--- src/hdl/cli_pkg.sv ---
package cli_pkg;

    localparam int RING_DEPTH  = 64;
    localparam int RING_AW     = $clog2(RING_DEPTH);
    localparam int PTR_W       = RING_AW + 1;
    localparam int MAX_RESULTS = 64;
    localparam int KCNT_W      = $clog2(MAX_RESULTS + 1);
    localparam int CFG_IDX_W   = 1;

    localparam logic [7:0] CH_BS     = 8'h08;
    localparam logic [7:0] CH_NL     = 8'h0a;
    localparam logic [7:0] EOF_RESET = 8'd4;
    localparam logic [7:0] INT_RESET = 8'd3;

    localparam logic [CFG_IDX_W-1:0] REG_EOF_CODE = 1'b0;
    localparam logic [CFG_IDX_W-1:0] REG_INT_CODE = 1'b1;

    typedef enum logic [1:0] {
        REQ_KEY   = 2'd0,
        REQ_READ  = 2'd1,
        REQ_ABORT = 2'd2
    } t_req;

    typedef enum logic [1:0] {
        ST_OK      = 2'd0,
        ST_INTR    = 2'd1,
        ST_ABORT   = 2'd2,
        ST_REFUSED = 2'd3
    } t_rd_status;

    typedef enum logic [1:0] {
        EMIT_NONE,
        EMIT_REFUSED,
        EMIT_ZERO_LEN,
        EMIT_ABORT
    } t_emit;

    typedef struct packed {
        logic  accept;
        logic  key_in;
        logic  read_start;
        logic  mem_rd;
        logic  drain;
        logic  emit;
        t_emit emit_kind;
        logic  first;
        logic  budget_end;
        logic  abort;
    } t_cmd;

    typedef struct packed {
        logic active;
        logic empty;
        logic len_zero;
        logic out_free;
    } t_sts;

    typedef struct packed {
        logic       last;
        logic [7:0] count;
        t_rd_status status;
        logic       done;
        logic [7:0] store_char;
        logic [7:0] store_index;
        logic       store_valid;
        logic [7:0] echo_char;
        logic       echo_valid;
        logic       drop;
    } t_result;

endpackage

--- src/hdl/cli_ram.sv ---
module cli_ram #(
    parameter int WIDTH = 8,
    parameter int DEPTH = 64
) (
    input  logic                     i_clk,
    input  logic                     i_we,
    input  logic [$clog2(DEPTH)-1:0] i_waddr,
    input  logic [WIDTH-1:0]         i_wdata,
    input  logic                     i_re,
    input  logic [$clog2(DEPTH)-1:0] i_raddr,
    output logic [WIDTH-1:0]         o_rdata
);

    logic [WIDTH-1:0] r_mem [DEPTH];
    logic [WIDTH-1:0] r_rdata;

    always_ff @(posedge i_clk) begin
        if (i_we) begin
            r_mem[i_waddr] <= i_wdata;
        end
        if (i_re) begin
            r_rdata <= r_mem[i_raddr];
        end
    end

    assign o_rdata = r_rdata;

endmodule

--- src/hdl/cli_ctrl.sv ---
module cli_ctrl (
    input  logic          i_clk,
    input  logic          i_rst_n,
    input  logic          i_in_valid,
    output logic          o_in_ready,
    input  logic [1:0]    i_req_type,
    input  cli_pkg::t_sts i_sts,
    output cli_pkg::t_cmd o_cmd
);
    import cli_pkg::*;

    typedef enum logic [1:0] {
        S_IDLE,
        S_CHECK,
        S_DATA,
        S_EMIT
    } t_state;

    t_state              r_state, n_state;
    logic [KCNT_W-1:0]   r_kcnt, n_kcnt;
    logic                r_abort, n_abort;
    t_emit               r_kind, n_kind;
    logic [KCNT_W-1:0]   w_budget;

    // an abort keeps one result slot for its own completion
    assign w_budget = r_abort ? KCNT_W'(MAX_RESULTS - 1) : KCNT_W'(MAX_RESULTS);

    always_comb begin
        n_state          = r_state;
        n_kcnt           = r_kcnt;
        n_abort          = r_abort;
        n_kind           = r_kind;
        o_in_ready       = 1'b0;
        o_cmd            = '0;
        o_cmd.emit_kind  = r_kind;
        o_cmd.first      = (r_kcnt == '0);
        o_cmd.budget_end = ((r_kcnt + KCNT_W'(1)) == w_budget);
        o_cmd.abort      = r_abort;
        unique case (r_state)
            S_IDLE: begin
                o_in_ready = 1'b1;
                if (i_in_valid) begin
                    o_cmd.accept = 1'b1;
                    n_kcnt       = '0;
                    n_abort      = 1'b0;
                    unique case (t_req'(i_req_type))
                        REQ_KEY: begin
                            o_cmd.key_in = 1'b1;
                            n_state      = S_CHECK;
                        end
                        REQ_READ: begin
                            if (i_sts.active) begin
                                n_kind  = EMIT_REFUSED;
                                n_state = S_EMIT;
                            end else if (i_sts.len_zero) begin
                                n_kind  = EMIT_ZERO_LEN;
                                n_state = S_EMIT;
                            end else begin
                                o_cmd.read_start = 1'b1;
                                n_state          = S_CHECK;
                            end
                        end
                        REQ_ABORT: begin
                            if (i_sts.active) begin
                                n_abort = 1'b1;
                                n_state = S_CHECK;
                            end else begin
                                n_kind  = EMIT_NONE;
                                n_state = S_EMIT;
                            end
                        end
                        default: begin
                            n_kind  = EMIT_NONE;
                            n_state = S_EMIT;
                        end
                    endcase
                end
            end
            S_CHECK: begin
                if (i_sts.active && !i_sts.empty && (r_kcnt < w_budget)) begin
                    o_cmd.mem_rd = 1'b1;
                    n_state      = S_DATA;
                end else if (r_abort && i_sts.active) begin
                    n_kind  = EMIT_ABORT;
                    n_state = S_EMIT;
                end else if (r_kcnt == '0) begin
                    // nothing reported yet: one empty word closes the item
                    n_kind  = EMIT_NONE;
                    n_state = S_EMIT;
                end else begin
                    n_state = S_IDLE;
                end
            end
            S_DATA: begin
                if (i_sts.out_free) begin
                    o_cmd.drain = 1'b1;
                    n_kcnt      = r_kcnt + KCNT_W'(1);
                    n_state     = S_CHECK;
                end
            end
            S_EMIT: begin
                if (i_sts.out_free) begin
                    o_cmd.emit = 1'b1;
                    n_state    = S_IDLE;
                end
            end
            default: begin
                n_state = S_IDLE;
            end
        endcase
    end

    always_ff @(posedge i_clk) begin
        if (!i_rst_n) begin
            r_state <= S_IDLE;
            r_kcnt  <= '0;
            r_abort <= 1'b0;
            r_kind  <= EMIT_NONE;
        end else begin
            r_state <= n_state;
            r_kcnt  <= n_kcnt;
            r_abort <= n_abort;
            r_kind  <= n_kind;
        end
    end

endmodule

--- src/hdl/cli_datapath.sv ---
module cli_datapath (
    input  logic                             i_clk,
    input  logic                             i_rst_n,
    input  cli_pkg::t_cmd                    i_cmd,
    output cli_pkg::t_sts                    o_sts,
    input  logic [7:0]                       i_key_char,
    input  logic [7:0]                       i_read_len,
    input  logic                             i_cfg_we,
    input  logic [cli_pkg::CFG_IDX_W-1:0]    i_cfg_idx,
    input  logic [7:0]                       i_cfg_wdata,
    output cli_pkg::t_result                 o_res,
    output logic                             o_res_valid,
    input  logic                             i_res_ready
);
    import cli_pkg::*;

    logic [PTR_W-1:0] r_wp, n_wp;
    logic [PTR_W-1:0] r_rp, n_rp;
    logic             r_active, n_active;
    logic [7:0]       r_left, n_left;
    logic [7:0]       r_stored, n_stored;
    logic [7:0]       r_eof, n_eof;
    logic [7:0]       r_intr, n_intr;
    logic             r_drop, n_drop;
    logic             r_res_valid, n_res_valid;
    t_result          r_res, n_res;

    logic             w_full;
    logic             w_ram_we;
    logic [7:0]       w_char;
    logic [PTR_W-1:0] w_rp_inc;
    logic             w_fin;
    t_result          w_res;

    // gap of one full ring between the pointers means full
    assign w_full   = (r_wp[PTR_W-1] != r_rp[PTR_W-1]) &&
                      (r_wp[RING_AW-1:0] == r_rp[RING_AW-1:0]);
    assign w_ram_we = i_cmd.key_in && !w_full;
    assign w_rp_inc = r_rp + PTR_W'(1);

    cli_ram #(
        .WIDTH (8),
        .DEPTH (RING_DEPTH)
    ) u_ring (
        .i_clk   (i_clk),
        .i_we    (w_ram_we),
        .i_waddr (r_wp[RING_AW-1:0]),
        .i_wdata (i_key_char),
        .i_re    (i_cmd.mem_rd),
        .i_raddr (r_rp[RING_AW-1:0]),
        .o_rdata (w_char)
    );

    always_comb begin
        o_sts.active   = r_active;
        o_sts.empty    = (r_wp == r_rp);
        o_sts.len_zero = (i_read_len == 8'd0);
        o_sts.out_free = !r_res_valid || i_res_ready;
    end

    always_comb begin
        n_wp        = r_wp;
        n_rp        = r_rp;
        n_active    = r_active;
        n_left      = r_left;
        n_stored    = r_stored;
        n_eof       = r_eof;
        n_intr      = r_intr;
        n_drop      = r_drop;
        n_res_valid = r_res_valid && !i_res_ready;
        n_res       = r_res;
        w_res       = '0;
        w_fin       = 1'b0;

        if (i_cfg_we) begin
            unique case (i_cfg_idx)
                REG_EOF_CODE: n_eof  = i_cfg_wdata;
                REG_INT_CODE: n_intr = i_cfg_wdata;
                default:      n_eof  = r_eof;
            endcase
        end

        if (i_cmd.accept) begin
            n_drop = i_cmd.key_in && w_full;
        end
        if (w_ram_we) begin
            n_wp = r_wp + PTR_W'(1);
        end
        if (i_cmd.read_start) begin
            n_active = 1'b1;
            n_left   = i_read_len;
            n_stored = 8'd0;
        end

        if (i_cmd.drain) begin
            n_rp = w_rp_inc;
            if (w_char == r_eof) begin
                w_res.done   = 1'b1;
                w_res.status = ST_OK;
                w_res.count  = r_stored;
                w_fin        = 1'b1;
            end else if (w_char == r_intr) begin
                w_res.done   = 1'b1;
                w_res.status = ST_INTR;
                w_fin        = 1'b1;
            end else if (w_char == CH_BS) begin
                if (r_stored != 8'd0) begin
                    n_stored         = r_stored - 8'd1;
                    n_left           = r_left + 8'd1;
                    w_res.echo_valid = 1'b1;
                    w_res.echo_char  = w_char;
                end
            end else if (w_char == CH_NL) begin
                w_res.echo_valid = 1'b1;
                w_res.echo_char  = w_char;
                w_res.done       = 1'b1;
                w_res.status     = ST_OK;
                w_res.count      = r_stored;
                w_fin            = 1'b1;
            end else begin
                w_res.echo_valid  = 1'b1;
                w_res.echo_char   = w_char;
                w_res.store_valid = 1'b1;
                w_res.store_index = r_stored;
                w_res.store_char  = w_char;
                n_stored          = r_stored + 8'd1;
                n_left            = r_left - 8'd1;
                // line full once the last allowed byte is stored
                if (r_left == 8'd1) begin
                    w_res.done   = 1'b1;
                    w_res.status = ST_OK;
                    w_res.count  = r_stored + 8'd1;
                    w_fin        = 1'b1;
                end
            end
            if (w_fin) begin
                n_active = 1'b0;
                n_left   = 8'd0;
            end
            w_res.drop  = r_drop && i_cmd.first;
            w_res.last  = w_fin ||
                          (!i_cmd.abort && ((w_rp_inc == r_wp) || i_cmd.budget_end));
            n_res       = w_res;
            n_res_valid = 1'b1;
        end

        if (i_cmd.emit) begin
            w_res.drop = r_drop && i_cmd.first;
            w_res.last = 1'b1;
            unique case (i_cmd.emit_kind)
                EMIT_NONE: begin
                    w_res.done = 1'b0;
                end
                EMIT_REFUSED: begin
                    w_res.done   = 1'b1;
                    w_res.status = ST_REFUSED;
                end
                EMIT_ZERO_LEN: begin
                    w_res.done   = 1'b1;
                    w_res.status = ST_OK;
                end
                EMIT_ABORT: begin
                    w_res.done   = 1'b1;
                    w_res.status = ST_ABORT;
                    n_active     = 1'b0;
                    n_left       = 8'd0;
                end
                default: begin
                    w_res.done = 1'b0;
                end
            endcase
            n_res       = w_res;
            n_res_valid = 1'b1;
        end
    end

    always_ff @(posedge i_clk) begin
        if (!i_rst_n) begin
            r_wp        <= '0;
            r_rp        <= '0;
            r_active    <= 1'b0;
            r_left      <= 8'd0;
            r_stored    <= 8'd0;
            r_eof       <= EOF_RESET;
            r_intr      <= INT_RESET;
            r_drop      <= 1'b0;
            r_res_valid <= 1'b0;
        end else begin
            r_wp        <= n_wp;
            r_rp        <= n_rp;
            r_active    <= n_active;
            r_left      <= n_left;
            r_stored    <= n_stored;
            r_eof       <= n_eof;
            r_intr      <= n_intr;
            r_drop      <= n_drop;
            r_res_valid <= n_res_valid;
        end
    end

    always_ff @(posedge i_clk) begin
        r_res <= n_res;
    end

    assign o_res       = r_res;
    assign o_res_valid = r_res_valid;

endmodule

--- src/hdl/console_line_input.sv ---
// console line input: keyboard bytes and line-read requests in, echo/store/done words out
// input stream: tuser carries the request kind (0 key byte, 1 start read, 2 abort),
//   tdata carries key_char and read_len; one item is taken while the block is idle
// output stream: one word per echoed, stored or discarded byte plus read completions;
//   tlast marks the final word caused by an input item, every item gives at least one
// config port: write-only, index 0 eof code (reset 4), index 1 interrupt code (reset 3)
// sequence: a refused or zero-length read, an abort with no read active and an unused kind
//   go from accept straight to the emit state, which loads their single word; other items
//   first pass through a check of the ring, and each byte drained from the 64-byte ring
//   takes a check state (for the registered ring memory read) and a data state (to
//   evaluate and load the output word); both load states wait while the output is stalled
// a key byte with an active read and an empty ring is written to the ring, read back and drained
// tready comes back in the cycle after the last word of an item is loaded, or after a
//   further check state when that word carries a drained byte; the word may still wait in
//   the output register
// reset: pointers, read state and output valid clear, config codes return
//   to their defaults; ring contents are not cleared and need no clearing pass
// a stalled receiver holds the output word and stops draining; queued keys then wait
module console_line_input (
    input  logic                          i_clk,
    input  logic                          i_rst_n,
    input  logic                          i_s_axis_tvalid,
    output logic                          o_s_axis_tready,
    input  logic [15:0]                   i_s_axis_tdata,  // key_char, read_len
    input  logic [1:0]                    i_s_axis_tuser,  // req_type
    output logic                          o_m_axis_tvalid,
    input  logic                          i_m_axis_tready,
    // echo_char, store_index, store_char, read_status, read_count, zero pad
    output logic [39:0]                   o_m_axis_tdata,
    // key_dropped, echo_valid, store_valid, read_done
    output logic [3:0]                    o_m_axis_tuser,
    output logic                          o_m_axis_tlast,
    input  logic                          i_cfg_we,
    input  logic [cli_pkg::CFG_IDX_W-1:0] i_cfg_idx,
    input  logic [7:0]                    i_cfg_wdata
);
    import cli_pkg::*;

    t_cmd    w_cmd;
    t_sts    w_sts;
    t_result w_res;

    cli_ctrl u_ctrl (
        .i_clk      (i_clk),
        .i_rst_n    (i_rst_n),
        .i_in_valid (i_s_axis_tvalid),
        .o_in_ready (o_s_axis_tready),
        .i_req_type (i_s_axis_tuser),
        .i_sts      (w_sts),
        .o_cmd      (w_cmd)
    );

    cli_datapath u_dp (
        .i_clk       (i_clk),
        .i_rst_n     (i_rst_n),
        .i_cmd       (w_cmd),
        .o_sts       (w_sts),
        .i_key_char  (i_s_axis_tdata[7:0]),
        .i_read_len  (i_s_axis_tdata[15:8]),
        .i_cfg_we    (i_cfg_we),
        .i_cfg_idx   (i_cfg_idx),
        .i_cfg_wdata (i_cfg_wdata),
        .o_res       (w_res),
        .o_res_valid (o_m_axis_tvalid),
        .i_res_ready (i_m_axis_tready)
    );

    assign o_m_axis_tdata = {6'd0, w_res.count, w_res.status, w_res.store_char,
                             w_res.store_index, w_res.echo_char};
    assign o_m_axis_tuser = {w_res.done, w_res.store_valid, w_res.echo_valid, w_res.drop};
    assign o_m_axis_tlast = w_res.last;

endmodule

--- config.mk ---
export PLATFORM = sky130hd
export DESIGN_NAME = console_line_input
export DESIGN_NICKNAME = d
export VERILOG_FILES = /design/src/hdl/cli_pkg.sv /design/src/hdl/cli_ram.sv /design/src/hdl/cli_ctrl.sv /design/src/hdl/cli_datapath.sv /design/src/hdl/console_line_input.sv
export SDC_FILE = /design/constraint.sdc
export NUM_CORES = 1
export LEC_CHECK = 0
export BUFFER_PORTS_ARGS = -buffer_cell sky130_fd_sc_hd__clkbuf_2
export CAP_MARGIN = 20
export CORE_MARGIN = 5
export CORE_UTILIZATION = 50
export DETAILED_ROUTE_END_ITERATION = 8
export GPL_ROUTABILITY_DRIVEN = 0
export PLACE_DENSITY_LB_ADDON = 0.12
export SYNTH_ARGS = -nofsm -noshare
export SYNTH_HDL_FRONTEND = slang
export SYNTH_HIERARCHICAL = 1
export SYNTH_SLANG_ARGS = --single-unit
export TNS_END_PERCENT = 1
--- constraint.sdc ---
create_clock -name i_clk -period 3.8 [get_ports i_clk]
set_clock_uncertainty 0.2 [all_clocks]
set_input_delay 0.76 -clock i_clk [delete_from_list [all_inputs] [get_ports i_clk]]
set_output_delay 0.76 -clock i_clk [all_outputs]
set_load 0.02 [all_outputs]
==> report_table.html <==
<table>
<tr><th>Metric</th><th>Value</th></tr>
<tr><th colspan="2">Synthesis</th></tr>
<tr><td>Average instance area after synthesis</td><td>~16 µm²</td></tr>
<tr><td>Area share of and/or/nand/nor cells after synthesis</td><td>between 8 and 9%</td></tr>
<tr><td>Post-synthesis sequential area ratio</td><td>a little under 70%</td></tr>
<tr><td>Total number of yosys warnings</td><td>6</td></tr>
<tr><td>Async set-or-reset flop fraction in the synthesized netlist</td><td>0%</td></tr>
<tr><td>Xor and xnor fraction of the mapped netlist area</td><td>under 10%</td></tr>
<tr><td>Commonest register cell after synthesis</td><td>edfxtp_1</td></tr>
<tr><td>Cell area after synthesis</td><td>around 0.026 mm²</td></tr>
<tr><td>Post-synth EDFFs</td><td>around 560</td></tr>
<tr><td>Synthesized-area fraction occupied by adder cells</td><td>less than 1%</td></tr>
<tr><td>FF+latch count, synth</td><td>620</td></tr>
<tr><td>Post-synth cell types</td><td>87</td></tr>
<tr><td>Combinational family with the most area after synthesis</td><td>multiplexers</td></tr>
<tr><td>Mux contribution to synthesized area</td><td>about an eighth</td></tr>
<tr><td>Complex-gate fraction of the synthesized area</td><td>roughly 5%</td></tr>
<tr><td>Post-synthesis instance total</td><td>approximately 1600</td></tr>
<tr><th colspan="2">Global route</th></tr>
<tr><td>Total congestion overflow</td><td>0</td></tr>
<tr><td>Met2 track utilization from global routing</td><td>approximately 36%</td></tr>
<tr><td>Number of global-route vias before repair</td><td>15000</td></tr>
<tr><td>Maximum number of pins on one net before global-route repair</td><td>65</td></tr>
<tr><td>Wire length of the first global-routing pass</td><td>93300 µm</td></tr>
<tr><td>Fraction of met1 tracks used by global routing</td><td>29.8%</td></tr>
<tr><td>Global route hottest layer</td><td>met2</td></tr>
<tr><td>Global Route met3 Usage</td><td>approximately 3.8%</td></tr>
<tr><td>GR Util All Layers</td><td>21.6%</td></tr>
<tr><td>Initial antenna violation count</td><td>0</td></tr>
<tr><th colspan="2">Clock network</th></tr>
<tr><td>CTS tree</td><td>done</td></tr>
<tr><td>Clock-pin slew reported for the worst setup and hold paths after clock tree synthesis</td><td>~60 ps</td></tr>
<tr><td>Num CTS Buffers</td><td>61</td></tr>
<tr><td>Maximum buffer depth of the clock tree</td><td>3</td></tr>
<tr><td>CTS root buffer</td><td>clkbuf_16</td></tr>
<tr><td>Clk sinks</td><td>620</td></tr>
<tr><td>H-tree level count</td><td>2</td></tr>
<tr><td>Worst-skew pair later-pin latency</td><td>between 600 and 700 ps</td></tr>
<tr><td># hold bufs at CTS</td><td>0</td></tr>
<tr><th colspan="2">Drt</th></tr>
<tr><td>Routed Wire Length</td><td>just over 60000 µm</td></tr>
<tr><td>Post-route DRC</td><td>0</td></tr>
<tr><td>Via count normalized by instance count</td><td>roughly 6</td></tr>
<tr><td>Detailed-route via count</td><td>between 10000 and 15000</td></tr>
<tr><td>Number of DRC violations after detailed-routing iteration 0</td><td>1563</td></tr>
<tr><td>Initial DRT Pass Iterations</td><td>5</td></tr>
<tr><td>Count of nets left with antenna violations after detail routing</td><td>0</td></tr>
<tr><td>Wire per inst</td><td>~25 µm</td></tr>
<tr><th colspan="2">Die</th></tr>
<tr><td>Die Span Y</td><td>roughly 240 µm</td></tr>
<tr><td>Initial core utilization</td><td>50.7%</td></tr>
<tr><td>Area of the die</td><td>about 0.057 mm²</td></tr>
<tr><td>Placeable core area</td><td>about 0.052 mm²</td></tr>
<tr><td>Floorplan row count</td><td>83</td></tr>
<tr><td>I/O pins</td><td>79</td></tr>
<tr><td>Die Span X</td><td>about 240 µm</td></tr>
<tr><th colspan="2">STA</th></tr>
<tr><td>RSZ-0062 raised after global routing</td><td>yes</td></tr>
<tr><td>Tightest Pin Transition</td><td>840 ps</td></tr>
<tr><td>Minimum clock period</td><td>roughly 3700 ps</td></tr>
<tr><td>Hold Violations, Final</td><td>0</td></tr>
<tr><td>Max-Slew Margin vs Limit</td><td>44.0%</td></tr>
<tr><td>Period utilisation layout</td><td>between 90% and 100%</td></tr>
<tr><td>Pins Over Slew Limit</td><td>0</td></tr>
<tr><td>Total negative slack for setup checks</td><td>0 ps</td></tr>
<tr><td>Setup-failing EPs final</td><td>0</td></tr>
<tr><td>Max Fclk</td><td>roughly 0.27 GHz</td></tr>
<tr><th colspan="2">Critical path</th></tr>
<tr><td>Element type at the critical path start</td><td>register</td></tr>
<tr><td>Slowest CP cell</td><td>nor2_1</td></tr>
<tr><td>WP data arrival</td><td>approximately 3700 ps</td></tr>
<tr><td>CP Capture Type</td><td>register</td></tr>
<tr><td>Ordered list of cells on the worst path</td><td>nor2_1, nand2_1, nor3_1, inv_1, a31oi_2, nor2b_1, nand2_1, nor2_1</td></tr>
<tr><td>Type of the setup path with the least slack</td><td>register to register</td></tr>
<tr><td>Maximum net fanout on the critical path</td><td>10</td></tr>
<tr><td>Reg-to-reg setup timing slack</td><td>130 ps</td></tr>
<tr><td>Max stage delay on crit path</td><td>~700 ps</td></tr>
<tr><td>Worst path required time</td><td>roughly 3900 ps</td></tr>
<tr><th colspan="2">Cells and area</th></tr>
<tr><td>Layout cells sized above 1</td><td>around a quarter</td></tr>
<tr><td>Diodes inserted</td><td>0</td></tr>
<tr><td>Leading cell type in the layout, fill and taps excluded</td><td>edfxtp_1</td></tr>
<tr><td>Commonest cells after routing, fill and taps aside</td><td>558 x edfxtp_1, 136 x nor2_1, 126 x mux4_2, 99 x nand2_1, 78 x buf_4</td></tr>
<tr><td>Final net count</td><td>~1800</td></tr>
<tr><td>Post-route standard cell area excluding fillers</td><td>between 0.02 and 0.03 mm²</td></tr>
<tr><td>Layout overhead on the synthesized area</td><td>13.1%</td></tr>
<tr><th colspan="2">Placement</th></tr>
<tr><td>Port-buffer cells</td><td>72</td></tr>
<tr><td>Total cell area at the placement stage</td><td>0.0275 mm²</td></tr>
<tr><td>Detailed-placement wirelength estimate</td><td>approximately 40000 µm</td></tr>
<tr><th colspan="2">Power and ir drop</th></tr>
<tr><td>Leakage power summed over all cells</td><td>about 9.5 nW</td></tr>
<tr><td>Ratio of total power to cell area</td><td>562 mW/mm²</td></tr>
<tr><td>Peak VDD IR</td><td>roughly 0.44 mV</td></tr>
<tr><td>Total power draw</td><td>16.6 mW</td></tr>
<tr><th colspan="2">Hold path</th></tr>
<tr><td>Class of the tightest hold or removal check</td><td>input pin to register</td></tr>
<tr><th colspan="2">Flow run</th></tr>
<tr><td>Max-capacitance violation count</td><td>0</td></tr>
<tr><th colspan="2">Outcome</th></tr>
<tr><td>Result of the run</td><td>finished, final reports clean</td></tr>
</table>
## per-layer routing
layer,vias up,wire length (µm)
li1,6594,-
met1,7550,25600
met2,530,30100
met3,95,4220
met4,0,1750
met5,-,0
## worst paths after layout
check | end | start | cells after the start
min | u_dp/r_intr[4] | i_cfg_wdata[4] | 3
min reg2reg | u_dp/r_intr[5] | u_dp/r_intr[5] | 2
max | u_dp/u_ring/r_mem[44][5] | u_ctrl/r_state[0] | 8
max reg2reg | u_dp/u_ring/r_mem[44][5] | u_ctrl/r_state[0] | 8
## kinds of logic after synthesis
group	after synthesis
adders and majority gates	17
muxes	177
DFF	620
AOI/OAI and AO/OA	188
other	1
buffers and inverters	113
xor gates and xnor gates	46
and+or+nand+nor	445
## synth_stat cells (11+ instances only)
library cell | instances | share of area (%)
a21oi_1 | 48 | 0.92
a221oi_1 | 11 | 0.37
and2_1 | 33 | 0.79
and3_1 | 12 | 0.29
buf_2 | 19 | 0.36
buf_4 | 20 | 0.57
clkbuf_1 | 33 | 0.47
dfxtp_1 | 62 | 4.7
edfxtp_1 | 558 | 64
ha_1 | 17 | 0.81
inv_1 | 21 | 0.30
mux2_2 | 15 | 0.65
mux2i_1 | 36 | 1.4
mux4_2 | 126 | 11
nand2_1 | 99 | 1.4
nand2b_1 | 13 | 0.31
nand3_1 | 35 | 0.67
nand4_1 | 11 | 0.26
nor2_1 | 143 | 2.1
nor2b_1 | 25 | 0.60
nor3_1 | 19 | 0.36
nor4_1 | 11 | 0.26
o21ai_0 | 28 | 0.54
o221ai_1 | 11 | 0.37
xnor2_1 | 18 | 0.60
xor2_1 | 28 | 0.94
## metrics by stage
| step | hold WS, ps | instances | utilization [%] | setup WS [ps] |
|---|---|---|---|---|
| after global placement | 252 | 2355 | 53.3 | 120 |
| after global routing | 180 | 2470 | 57.3 | -107 |
| final | 204 | 2470 | 57.3 | 129 |
| after CTS | 161 | 2470 | 57.3 | 126 |
| after detailed placement | 261 | 2355 | 53.3 | -0.0633 |
| after floorplan | 236 | 1612 | - | 83.7 |
## timing repair
action,in CTS,in global routing
resized for setup,0,6
endpoints found under the setup margin,0,101
setup buffers,0,0
## area by class of cell
| class | count | area (µm²) |
|---|---|---|
| Fill cell | 3928 | 22000 |
| Sequential cell | 620 | 18000 |
| Multi-Input combinational cell | 879 | 7540 |
| Clock buffer | 75 | 1590 |
| Timing Repair Buffer | 155 | 1050 |
| Tap cell | 680 | 851 |
| Clock inverter | 40 | 460 |
| Inverter | 21 | 78.8 |
## where the power goes
part           internal [mW]  switching [mW]
clock                   3.59            2.55
combinational           1.10            1.46
sequential              7.68           0.243
## critical path: cells and delay by family, from the launching register on
kind                   cells  cell delay, ps
and+or+nand+nor            6            2330
DFF                        1             410
AOI/OAI and AO/OA          1             240
buffers and inverters      1             110
## registers in the layout, summed over array words and instances, names as in the netlist
register,count
u_ctrl/r_abort,1
u_ctrl/r_kcnt,7
u_ctrl/r_kind,2
u_ctrl/r_state,2
u_dp/o_res,39
u_dp/o_res_valid,1
u_dp/r_active,1
u_dp/r_drop,1
u_dp/r_eof,8
u_dp/r_intr,8
u_dp/r_left,8
u_dp/r_rp,7
u_dp/r_stored,8
u_dp/r_wp,7
u_dp/u_ring/o_rdata,8
u_dp/u_ring/r_mem,512
(Power assumes the default switching activity.)
